==> src/hw/rtl/dfc_pkg.sv <==
`default_nettype none
package dfc_pkg;

    localparam int DEF_BUFFER_DEPTH = 4096;
    localparam int DEF_SAMPLE_BITS  = 24;

    localparam int CFG_INDEX_W = 4;
    localparam int CFG_DATA_W  = 32;

    localparam logic [CFG_INDEX_W-1:0] CFG_DELAY    = 4'd0;
    localparam logic [CFG_INDEX_W-1:0] CFG_FEEDBACK = 4'd1;
    localparam logic [CFG_INDEX_W-1:0] CFG_DAMP     = 4'd2;
    localparam logic [CFG_INDEX_W-1:0] CFG_MIX      = 4'd3;

    localparam logic [19:0]        DELAY_RST = 20'd256;
    localparam logic [19:0]        DELAY_MIN = 20'd256;
    localparam logic [16:0]        UNITY     = 17'd65536;
    localparam logic signed [15:0] FB_MAX    = 16'sd32735;
    localparam logic signed [15:0] FB_MIN    = -16'sd32735;

    // multiplier coefficient width: Q0.16 unity plus sign
    localparam int COEF_W = 18;

    typedef enum logic [3:0] {
        S_CLEAR,
        S_IDLE,
        S_RD0,
        S_RD1,
        S_M_WET,
        S_A_WET,
        S_M_DMP,
        S_A_DMP,
        S_M_FB,
        S_A_FB,
        S_M_DRY,
        S_A_DRY,
        S_M_MIX,
        S_OUT
    } t_state;

endpackage
`default_nettype wire

==> src/hw/rtl/dfc_mul.sv <==
`default_nettype none
module dfc_mul #(
    parameter int A_W = 25
) (
    input  wire logic                                  i_clk,
    input  wire logic signed [A_W-1:0]                 i_a,
    input  wire logic signed [dfc_pkg::COEF_W-1:0]     i_b,
    output logic      signed [A_W+dfc_pkg::COEF_W-1:0] o_p
);

    always_ff @(posedge i_clk) begin
        o_p <= (A_W + dfc_pkg::COEF_W)'(i_a) * (A_W + dfc_pkg::COEF_W)'(i_b);
    end

endmodule
`default_nettype wire
==> config.mk <==
export PLATFORM = sky130hd
export DESIGN_NAME = dfc_mul
export DESIGN_NICKNAME = d
export VERILOG_FILES = /design/src/hw/rtl/dfc_pkg.sv /design/src/hw/rtl/dfc_mul.sv
export SDC_FILE = /design/constraint.sdc
export NUM_CORES = 1
export LEC_CHECK = 0
export BUFFER_PORTS_ARGS = -buffer_cell sky130_fd_sc_hd__buf_4
export CAP_MARGIN = 10
export CORE_MARGIN = 2
export CORE_UTILIZATION = 65
export CTS_CLUSTER_SIZE = 16
export DETAILED_ROUTE_END_ITERATION = 6
export PLACE_DENSITY = 0.84
export SKIP_LAST_GASP = 1
export SLEW_MARGIN = 20
export SYNTH_ARGS = -nofsm -noshare
export SYNTH_HDL_FRONTEND = slang
export SYNTH_SLANG_ARGS = --single-unit
==> constraint.sdc <==
create_clock -name i_clk -period 9.2 [get_ports i_clk]
set_input_delay 0.46 -clock i_clk [delete_from_list [all_inputs] [get_ports i_clk]]
set_output_delay 0.46 -clock i_clk [all_outputs]
set_load 0.03 [all_outputs]
==> summary.md, run 1 <==
STA classifies the critical path startpoint as a primary input. The most flop-heavy register is o_p. TritonCTS created 5 clock buffers.

The cell area after layout was 17,800 um^2; the average cell area after synthesis was 9.05 um^2. In this design, the largest share of critical-path delay is due to adder cells. The largest registers in the layout are o_p: 43 flops. The register with the most flip-flops in the layout has 43 of them. The initial antenna violation count was 0; the number of nets in the synthesized netlist was 2,455. Headroom to the max-slew limit came out at 32.4%.

The count of input and output buffers was 86. The die covers 27,300 um^2. Total count of max-transition violations in the final report: 0. The highest clock rate is 0.147 GHz, and the net count of the finished layout is 2,477. The number of register bits inferred by synthesis is 43. The tools report the placed cell area as 17,700 um^2.

The largest fanout of any net on the critical path is 20. TritonCTS built the clock tree. Counting flops with a built-in enable in the synthesized netlist gives 0. Relative to the synthesized area, the layout overhead comes to 5.59%. The share of Yosys cell area claimed by the top area cell type was 52.3%; the slew at the pin closest to its max-slew limit was 1.00 ns.

The worst path in the final design needs a cycle of 6.81 ns, including I/O delays and setup. The area of the mapped netlist is 16,900 um^2, and the DRC violations left is 0. Counting instances in the post-synthesis netlist gives the leading cell types as inv_1 (515), fa_1 (441), nand2_1 (277).

Yosys printed 0 warnings. The tree is rooted in a clkbuf_16. Summed over all layers, the global routing overflow is 0. Using the TritonRoute via totals, the vias-per-cell ratio works out to 5.60. The most frequently used flop master after synthesis is dfxtp_1. The number of hold buffers added after CTS was 0.

The via count of the first global-routing pass was 13,634; the number of buffers on the longest clock path was 2. Buffers added to address setup during post-CTS repair amount to 0. The count of endpoints failing hold in the final timing report is 0. Once the floorplan was initialized, standard cells occupied 66.6% of the core. The run gives 6 as the number of iterations in the first detailed-routing pass. Walking the worst path, the cells encountered are buf_4, inv_1, nor2_1, fa_1, fa_1, fa_1, fa_1, fa_1, inv_1, fa_1, inv_1, ha_1, nand2_1, nor3_1, and4_1, a31o_1, o31ai_4, o311ai_1, a2111oi_1, a311oi_1. The run gives 2.39 ns as the worst setup margin. fa_1 takes more of the synthesized area than any other cell. The area of the placeable core was 25,300 um^2; the setup slack at placement was 2.24 ns.

The flow ran to the end, and the final reports show no timing, DRC or antenna violations. The ratio of cells with drive above 1 in the final layout was 5.41%. The setup violation total in the final timing report is 0.

The sort of element at the end of the critical path is a flop. The logs give 40.5 mm for the total length of routed wires and 880 for the violation count after the first detailed-route iteration. The final routed wire length divided by cell count is 18.3 um. For the overall fraction of global-route tracks in use, the log shows 32.3%.

The first global-routing pass estimated 67.0 mm of wire. The cell that appears most often on the critical path is fa_1. For the arrival time of the worst setup path, the log shows 7.03 ns. In the final timing run, aggregate negative setup slack is 0 ns. Fill cells in the final layout number 1,897. 0 antenna diodes ended up in the layout. The critical path buffer and inverter count was 4. In the synthesized netlist the async set-or-reset flop fraction comes to 0%. Synthesis produced a netlist whose cell count is 1,863. By area the synthesized netlist is led by fa_1 (52%), inv_1 (11%), ha_1 (7.9%). The pin count of the biggest net entering global routing came out at 26. Yosys mapped the design onto 49 distinct sky130hd cell types. At the worst endpoint, the required time is 9.42 ns.

Row generation in the floorplan step produced 58 rows. Across the run, the number of max-cap violations was 0. The number of primary I/O pins is 87, and the clock slew at the register clock pins of the worst setup and hold paths is 0.07 ns. The slowest stage of the critical path belongs to the cell inv_1. Residual antenna-violating net count after detailed routing: 0. The path type of the worst setup path was primary input to flop. Summing over every cut layer, the via total after detailed routing is 12,415. The register area share after synthesis was 5.10%.

Placer's final routability congestion estimate: 0.949. The floorplan step set the die width to 165 um. The run gives 0 as the post-cts sizing count. Yosys instantiated no cell more often than inv_1.

The part of the cycle the worst path needs is 74.0%, and the detailed placement HPWL is 32.2 mm. In this run the worst hold path is classified as primary input to flop. The die is 165 um tall. The largest single stage delay on the critical path is 0.59 ns.

The clock net in this run drives a total of 43 sinks. Setup repair after global routing left no endpoint under its margin. The level count of the clock H-tree was 2.
layout by cell type (no fill, tap or decap), types with 3 or more instances in the layout:
cell	n
inv_1	515
fa_1	441
nand2_1	277
and2_1	167
ha_1	107
buf_4	86
nor2_1	46
dfxtp_1	43
a21oi_1	31
xnor2_1	31
o21ai_0	22
nand2b_1	11
a21o_1	11
nor3_1	7
a211oi_1	7
o21a_1	6
nor2b_1	6
a31oi_1	5
nand3_1	5
o21bai_1	5
clkbuf_16	5
xor2_1	4
nand4_1	4
o311ai_1	4
o211ai_1	3
a21boi_0	3
cells by family (layout without fill, tap and decap cells):
family	count (synthesis)	in the layout	share of synthesized area [%]
fa+ha+maj	548	548	60.3
buf+inv	586	609	13.0
simple gates	529	529	14.8
compound gates	122	122	4.99
flops	43	43	5.10
xor+xnor	35	35	1.82
routing by layer:
metal  global-route usage, %  vias up  wire length [um]
met2                    54.6      610             20400
met5                       0        -                 0
met4                    15.0        0              2050
met3                    5.77      147              3600
li1                        -     5390                 -
met1                    41.0     6268             14500
worst paths after layout:
kind	startpoint	endpoint	slack (ns)	depth (start not counted)
worst min-delay path	i_a[0]	o_p[0]$_DFF_P_	0.59	2
worst max-delay path	i_b[17]	o_p[42]$_DFF_P_	2.39	20
cell type report:
class                   count  area [um^2]  share of cell area [%]
multi-input cells        1234        13800                    77.5
inverters                 515         1930                    10.9
flip-flops and latches     43          861                    4.83
repair buffers             86          646                    3.63
well taps                 330          413                    2.32
clock buffers               5          125                   0.703
clock inverters             3         25.0                   0.141
through the flow:
step,hold WS (ns),util [%],instances
2_1_floorplan,0.582,-,1863
3_3_place_gp,0.888,69.7,2208
3_5_place_dp,0.889,69.7,2208
4_1_cts,0.572,70.3,2216
5_1_grt,0.588,70.3,2216
6_report,0.591,70.3,2216
Power of run 1 is not shown: default switching activity piles up to over one toggle a cycle in this logic, so the estimate is an artifact.
==> run 2, diff against run 1 <==
- CORE_UTILIZATION: 65 -> 59
- PLACE_DENSITY: 0.84 -> 0.8
- clock period: 9.2 -> 5.5 ns (I/O delays scaled with it)
==> summary.md, run 2 (same netlist as run 1, synthesis figures left out) <==
The run finished, with violations left. The final reports fail on setup timing. For the die area, the log shows 30,000 um^2 (+9.9%). The run gives 0 (unchanged) as the count of endpoints failing hold in the final timing report. The count of input and output buffers works out to 86 (unchanged). The overall fraction of global-route tracks in use is 33.1% (+0.76 points). The critical path required time was 5.73 ns (-3.69 ns).

For the initial antenna violation count, the log shows 1 (+1). For the detailed placement HPWL, the log shows 37.0 mm (+15%). The logs give 12 (+12) for the setup violation total in the final timing report and 6 (unchanged) for the number of iterations in the first detailed-routing pass. The logs give 77.5 mm (+16%) for the wire length of the first global-routing pass and 0.326 ns (-0.264 ns) for the final worst hold slack. Derived from the worst setup path, the maximum achievable clock frequency is 0.169 GHz. The width of the die works out to 173 um (+4.8%). The clock slew at the register clock pins of the worst setup and hold paths was 0.07 ns (about the same); the number of buffers on the longest clock path was 2 (unchanged).

The path type of the worst setup path is primary input to flop. Largest fanout of any net on the critical path: 18 (-10%). The critical path's most frequent cell is fa_1.

Number of rows created at floorplan: 61 (+5.2%). The ratio of cells with drive above 1 in the final layout is 24.1% (+19 points), and the total length of routed wires is 48.8 mm (+20%). The synthesis-to-layout area growth works out to 26.4%. The total count of max-transition violations in the final report is 0 (unchanged). The final routed wire length divided by cell count was 19.2 um (+5.0%); the number of antenna repair diodes was 0 (unchanged). The biggest cell delay along the critical path is 0.55 ns (-0.04 ns), and the part of the cycle the worst path needs is 107%. The critical path buffer and inverter count was 11 (+7). The global route total overflow is 0 (unchanged). TritonCTS built the clock tree. Setup repair after global routing could not meet its margin everywhere. The tools report the accumulated negative setup slack as -2.99 ns (-2.99 ns).

Via count of the first global-routing pass: 15,723 (+15%). In the layout the commonest cells are inv_1 (493), fa_1 (417), buf_4 (285). The logs give 0 (unchanged) for the DRC violations left and 0.926 (-2.4%) for the placer's final routability congestion estimate. The die boundary height works out to 173 um (+4.8%). Setup slack at placement: -1.01 ns (-3.24 ns). Leaving out fill and tap cells, the most frequent cell in the layout is inv_1.

For the residual antenna-violating net count after detailed routing, the log shows 0 (unchanged). The tools report the number of max-capacitance violations reported as 0 (unchanged). The cell sitting at the root of the clock tree is a clkbuf_16.

The tools report the starting density of the core as 60.4% (-6.2 points). The mean number of vias per cell works out to 5.49 (-2.0%). Most flop-heavy register: o_p.

The net count of the finished layout is 2,753 (+11%), and the total CTS buffers is 5 (unchanged). The tools report the level count of the clock H-tree as 2 (unchanged). Among cell families on the critical path, the largest total delay comes from adder cells. The run gives 13,947 (+12%) as the total vias in the final route.

For the worst setup margin, the log shows -0.402 ns (-2.79 ns). The pin count of the biggest net entering global routing is 26 (unchanged). The area of the placeable core was 27,900 um^2 (+10%); the number of filler instances in the final layout was 1,770 (-6.7%). The flip-flop count of the largest register, all copies and words added works out to 43 (unchanged).

Slew at the pin closest to its max-slew limit: 0.600 ns (-0.403 ns). Number of primary I/O pins: 87 (unchanged). The type of the most critical hold path was primary input to flop. The arrival time of the worst setup path is 6.13 ns (-0.90 ns), and the violation count after the first detailed-route iteration is 1,139 (+29%). For the end-of-flow core utilization, the log shows 76.3% (+6.0 points). The remaining max-slew budget at the tightest pin was 59.8% (+27 points). The largest registers in the layout are o_p: 43 flops. Library cell contributing the largest single delay on the critical path: fa_1. The hold-fix buffer count after cts is 0 (unchanged). The number of sinks handled by clock tree synthesis came out at 43 (unchanged). STA classifies the critical path endpoint as a flop.

STA classifies the critical path startpoint as a primary input. The final period demand of the worst path works out to 5.90 ns.
run 2: cell count changes in the layout (fill, tap and decap cells not counted), sizes merged:
cell and change:
clkinvlp +1, clkbuf +2, buf +272, clkinv -1, bufbuf +2
run 2: routing by layer:
layer / share of wire, % / track usage [%]
met1: 34 / 38.9
met2: 51 / 57.5
met3: 9.0 / 5.89
met4: 6.3 / 18.6
met5: 0 / 0
run 2: final timing paths:
check,from,to,cells past startpoint
setup / recovery,i_b[1],o_p[42]$_DFF_P_,27
hold / removal,i_b[0],o_p[0]$_DFF_P_,2
run 2: per-stage QoR:
step,cells,instance area (um^2)
2_1_floorplan,1863,17400
3_3_place_gp,2482,19900
3_5_place_dp,2482,19900
4_1_cts,2525,20800
5_1_grt,2540,21300
6_report,2540,21300
run 2: final cells by class:
cell class,instances,area (um^2),share of cell area [%]
flip-flops and latches,43,861,4.04
multi-input cells,1234,14500,68.2
repair buffers,362,3370,15.8
inverters,515,1930,9.06
clock inverters,3,20.0,0.0939
clock buffers,5,125,0.587
well taps,378,473,2.22
run 2: repair_timing:
item | CTS | global route
gates cloned | 7 | 2
buffers inserted | 30 | 19
endpoints found under the setup margin | 18 | 21
resized for setup | 117 | 96
pin swaps | 50 | 65
Power of run 2 is left out for the same reason.
==> run 3, diff against run 2 <==
- CELL_PAD_IN_SITES_DETAIL_PLACEMENT: not set -> 1
- CELL_PAD_IN_SITES_GLOBAL_PLACEMENT: not set -> 2
- CORE_UTILIZATION: 59 -> 37
- MAX_ROUTING_LAYER: not set -> met4
- PLACE_DENSITY: 0.8 -> not set
- PLACE_DENSITY_LB_ADDON: not set -> 0.1
- TNS_END_PERCENT: not set -> 20
==> summary.md, run 3 (same netlist as run 1, synthesis figures left out) <==
The flow ran to the end, but the final reports show violations. The final reports fail on setup timing. The slew at the pin closest to its max-slew limit is 0.552 ns (-0.0484 ns). The most congested layer reported by global routing was met2. The clock slew at the register clock pins of the worst setup and hold paths was 0.08 ns (about the same); the number of antenna repair diodes was 0 (unchanged).

The cell at the root of the clock tree was clkbuf_16. Commonest non-fill, non-tap cell in the layout: inv_1. The tools report the initial antenna violation count as 0 (-1). The logs give 2,761 (+8.7%) for the final cell count without fillers and 45.3 mm (+23%) for the detailed placement HPWL. The run gives 5,250 (+200%) as the number of filler instances in the final layout.

The library cells used most frequently in the layout, excluding fill and tap cells, are inv_1 (496), fa_1 (428), buf_4 (293). The level count of the clock H-tree was 2 (unchanged). The largest registers in the layout are o_p: 43 flops. The worst setup path is of the primary input to flop kind. Cell count after placement: 2,737 (+10%). The ratio of cells with drive above 1 in the final layout was 22.2% (-1.9 points); the count of input and output buffers was 86 (unchanged).

Compared with the post-synthesis result, the final layout area differs by 26.2%. The die boundary height is 218 um (+26%), and the number of sinks handled by clock tree synthesis is 43 (unchanged). The final period demand of the worst path came out at 5.84 ns (-0.0582 ns). Broken down by cell family, the worst path's largest delay share belongs to adder cells. For the number of iterations in the first detailed-routing pass, the log shows 5 (-1).

The tools report the hold-fix buffer count after cts as 0 (unchanged). The met1 usage is 30.6% (-8.3 points), and the count of endpoints failing hold in the final timing report is 0 (unchanged). The worst hold path terminates at o_p[0]$_DFF_P_. The met2 usage in global routing was 42.6% (-15 points). The via count of the first global-routing pass was 15,247 (-3.0%). The run gives 0 (unchanged) as the residual antenna-violating net count after detailed routing.

The critical path buffer and inverter count is 7 (-4), and the remaining max-slew budget at the tightest pin is 62.9% (+3.1 points). Setup repair after global routing could not meet its margin everywhere. The overall fraction of global-route tracks in use came out at 24.4% (-8.7 points).

The setup violation total in the final timing report was 17 (+5); the largest fanout of any net on the critical path was 7 (-11). The most flop-heavy register was o_p. Highest clock rate: 0.171 GHz (+1.0%).

The violation count after the first detailed-route iteration is 415 (-64%), and the pin count of the biggest net entering global routing is 21 (-19%). The hold-critical path depth came out at 2 (unchanged). The part of the cycle the worst path needs is 106% (-1.1 points), and the width of the die is 218 um (+26%). The critical path goes through buf_16, buf_4, and2_1, fa_1, inv_1, fa_1, inv_1, fa_1, fa_1, inv_1, fa_2, fa_1, inv_2, ha_4, a21o_1, a221oi_4, a2111oi_4, a31o_1, buf_12, o31ai_4, o311ai_4, and2_4, a311oi_1.

The total length of routed wires was 52.2 mm (+7.0%); the accumulated negative setup slack was -3.11 ns (-0.120 ns). The biggest cell delay along the critical path is 0.53 ns (-0.02 ns). Number of primary I/O pins: 87 (unchanged). TritonCTS built the clock tree. The logs give 0 (unchanged) for the global route total overflow and -0.344 ns (+0.0582 ns) for the worst setup margin. The run gives -1.15 ns (-0.142 ns) as the setup slack at placement. The largest individual stage delay along the critical path comes from the cell fa_1. The met3 capacity usage during global routing was 2.44% (-3.5 points).

The critical path's most frequent cell was fa_1. End-of-flow core utilization: 47.1% (-29 points). Mean number of vias per cell: 4.67 (-15%). For the area of the placeable core, the log shows 45,200 um^2 (+62%).

The number of max-capacitance violations reported is 0 (unchanged), and the critical path required time is 5.75 ns (+0.02 ns). The tools report the die area as 47,300 um^2 (+58%). Total CTS buffers: 5 (unchanged). The logs give 78 (+28%) for the number of rows created at floorplan and 12,881 (-7.6%) for the total vias in the final route. The flip-flop count of the largest register, all copies and words added works out to 43 (unchanged). Origin of the worst min-delay path: i_b[0]. The tools report the number of buffers on the longest clock path as 2 (unchanged).

The path class of the tightest hold or removal check is primary input to flop. The total count of max-transition violations in the final report is 0 (unchanged), and the wire length of the first global-routing pass is 85.0 mm (+9.7%). The tools report the category of the worst setup path launch point as a primary input. The net count of the finished layout is 2,752 (-0.036%). The starting density of the core is 37.3% (-23 points), and the placer's final routability congestion estimate is 0.827 (-11%). The arrival time of the worst setup path was 6.09 ns (-0.04 ns).

The DRC violations left was 0 (unchanged). STA classifies the critical path endpoint as a flop. The final routed wire length divided by cell count came out at 18.9 um (-1.6%).
## run 3: cell types whose count changed in the layout (fill, tap and decap cells not counted), sizes merged
| cell | change |
|---|---|
| clkinv | +1 |
| clkinvlp | -1 |
| bufbuf | -2 |
| buf | +2 |
| clkbuf | -1 |
## run 3: worst max path at each step
| stage | startpoint | endpoint | slack (ns) | cells past startpoint |
|---|---|---|---|---|
| finish | i_b[4] | o_p[42]$_DFF_P_ | -0.34 | 23 |
| global route | i_b[3] | o_p[42]$_DFF_P_ | -0.52 | 23 |
| CTS | i_b[4] | o_p[42]$_DFF_P_ | -0.46 | 25 |
| detailed placement | i_b[1] | o_p[41]$_DFF_P_ | -1.15 | 23 |
| global placement | i_b[4] | o_p[40]$_DFF_P_ | -1.08 | 26 |
| floorplan | i_b[5] | o_p[42]$_DFF_P_ | -0.12 | 21 |
## run 3: final cells by class
type,count,area (um^2),share of cell area [%]
Multi-Input combinational cell,1234,14400,67.5
Inverter,515,1930,9.08
Clock buffer,5,125,0.588
Sequential cell,43,861,4.05
Clock inverter,3,25.0,0.118
Timing Repair Buffer,361,3220,15.1
Tap cell,600,751,3.53
## run 3: what timing repair did
item / in CTS / in global routing
setup endpoints to repair: 19 / 23
gates cloned: 0 / 1
buffers inserted: 5 / 12
pin swaps: 26 / 81
gates resized for setup: 48 / 119
## run 3: per-layer routing
layer | vias to the layer above | routed length [um] | share of wire, %
met3 | 44 | 1220 | 2.3
met2 | 137 | 27100 | 52
met5 | - | 0 | 0
met4 | 0 | 1020 | 1.9
li1 | 5933 | - | -
met1 | 6767 | 22900 | 44
## run 3: stage by stage
stage | area (um^2) | hold slack, ns
6_report | 21300 | 0.325
5_1_grt | 21300 | 0.321
3_5_place_dp | 20300 | 0.704
4_1_cts | 20700 | 0.372
3_3_place_gp | 20300 | 0.704
2_1_floorplan | 17300 | 0.397
Power of run 3 is left out for the same reason.
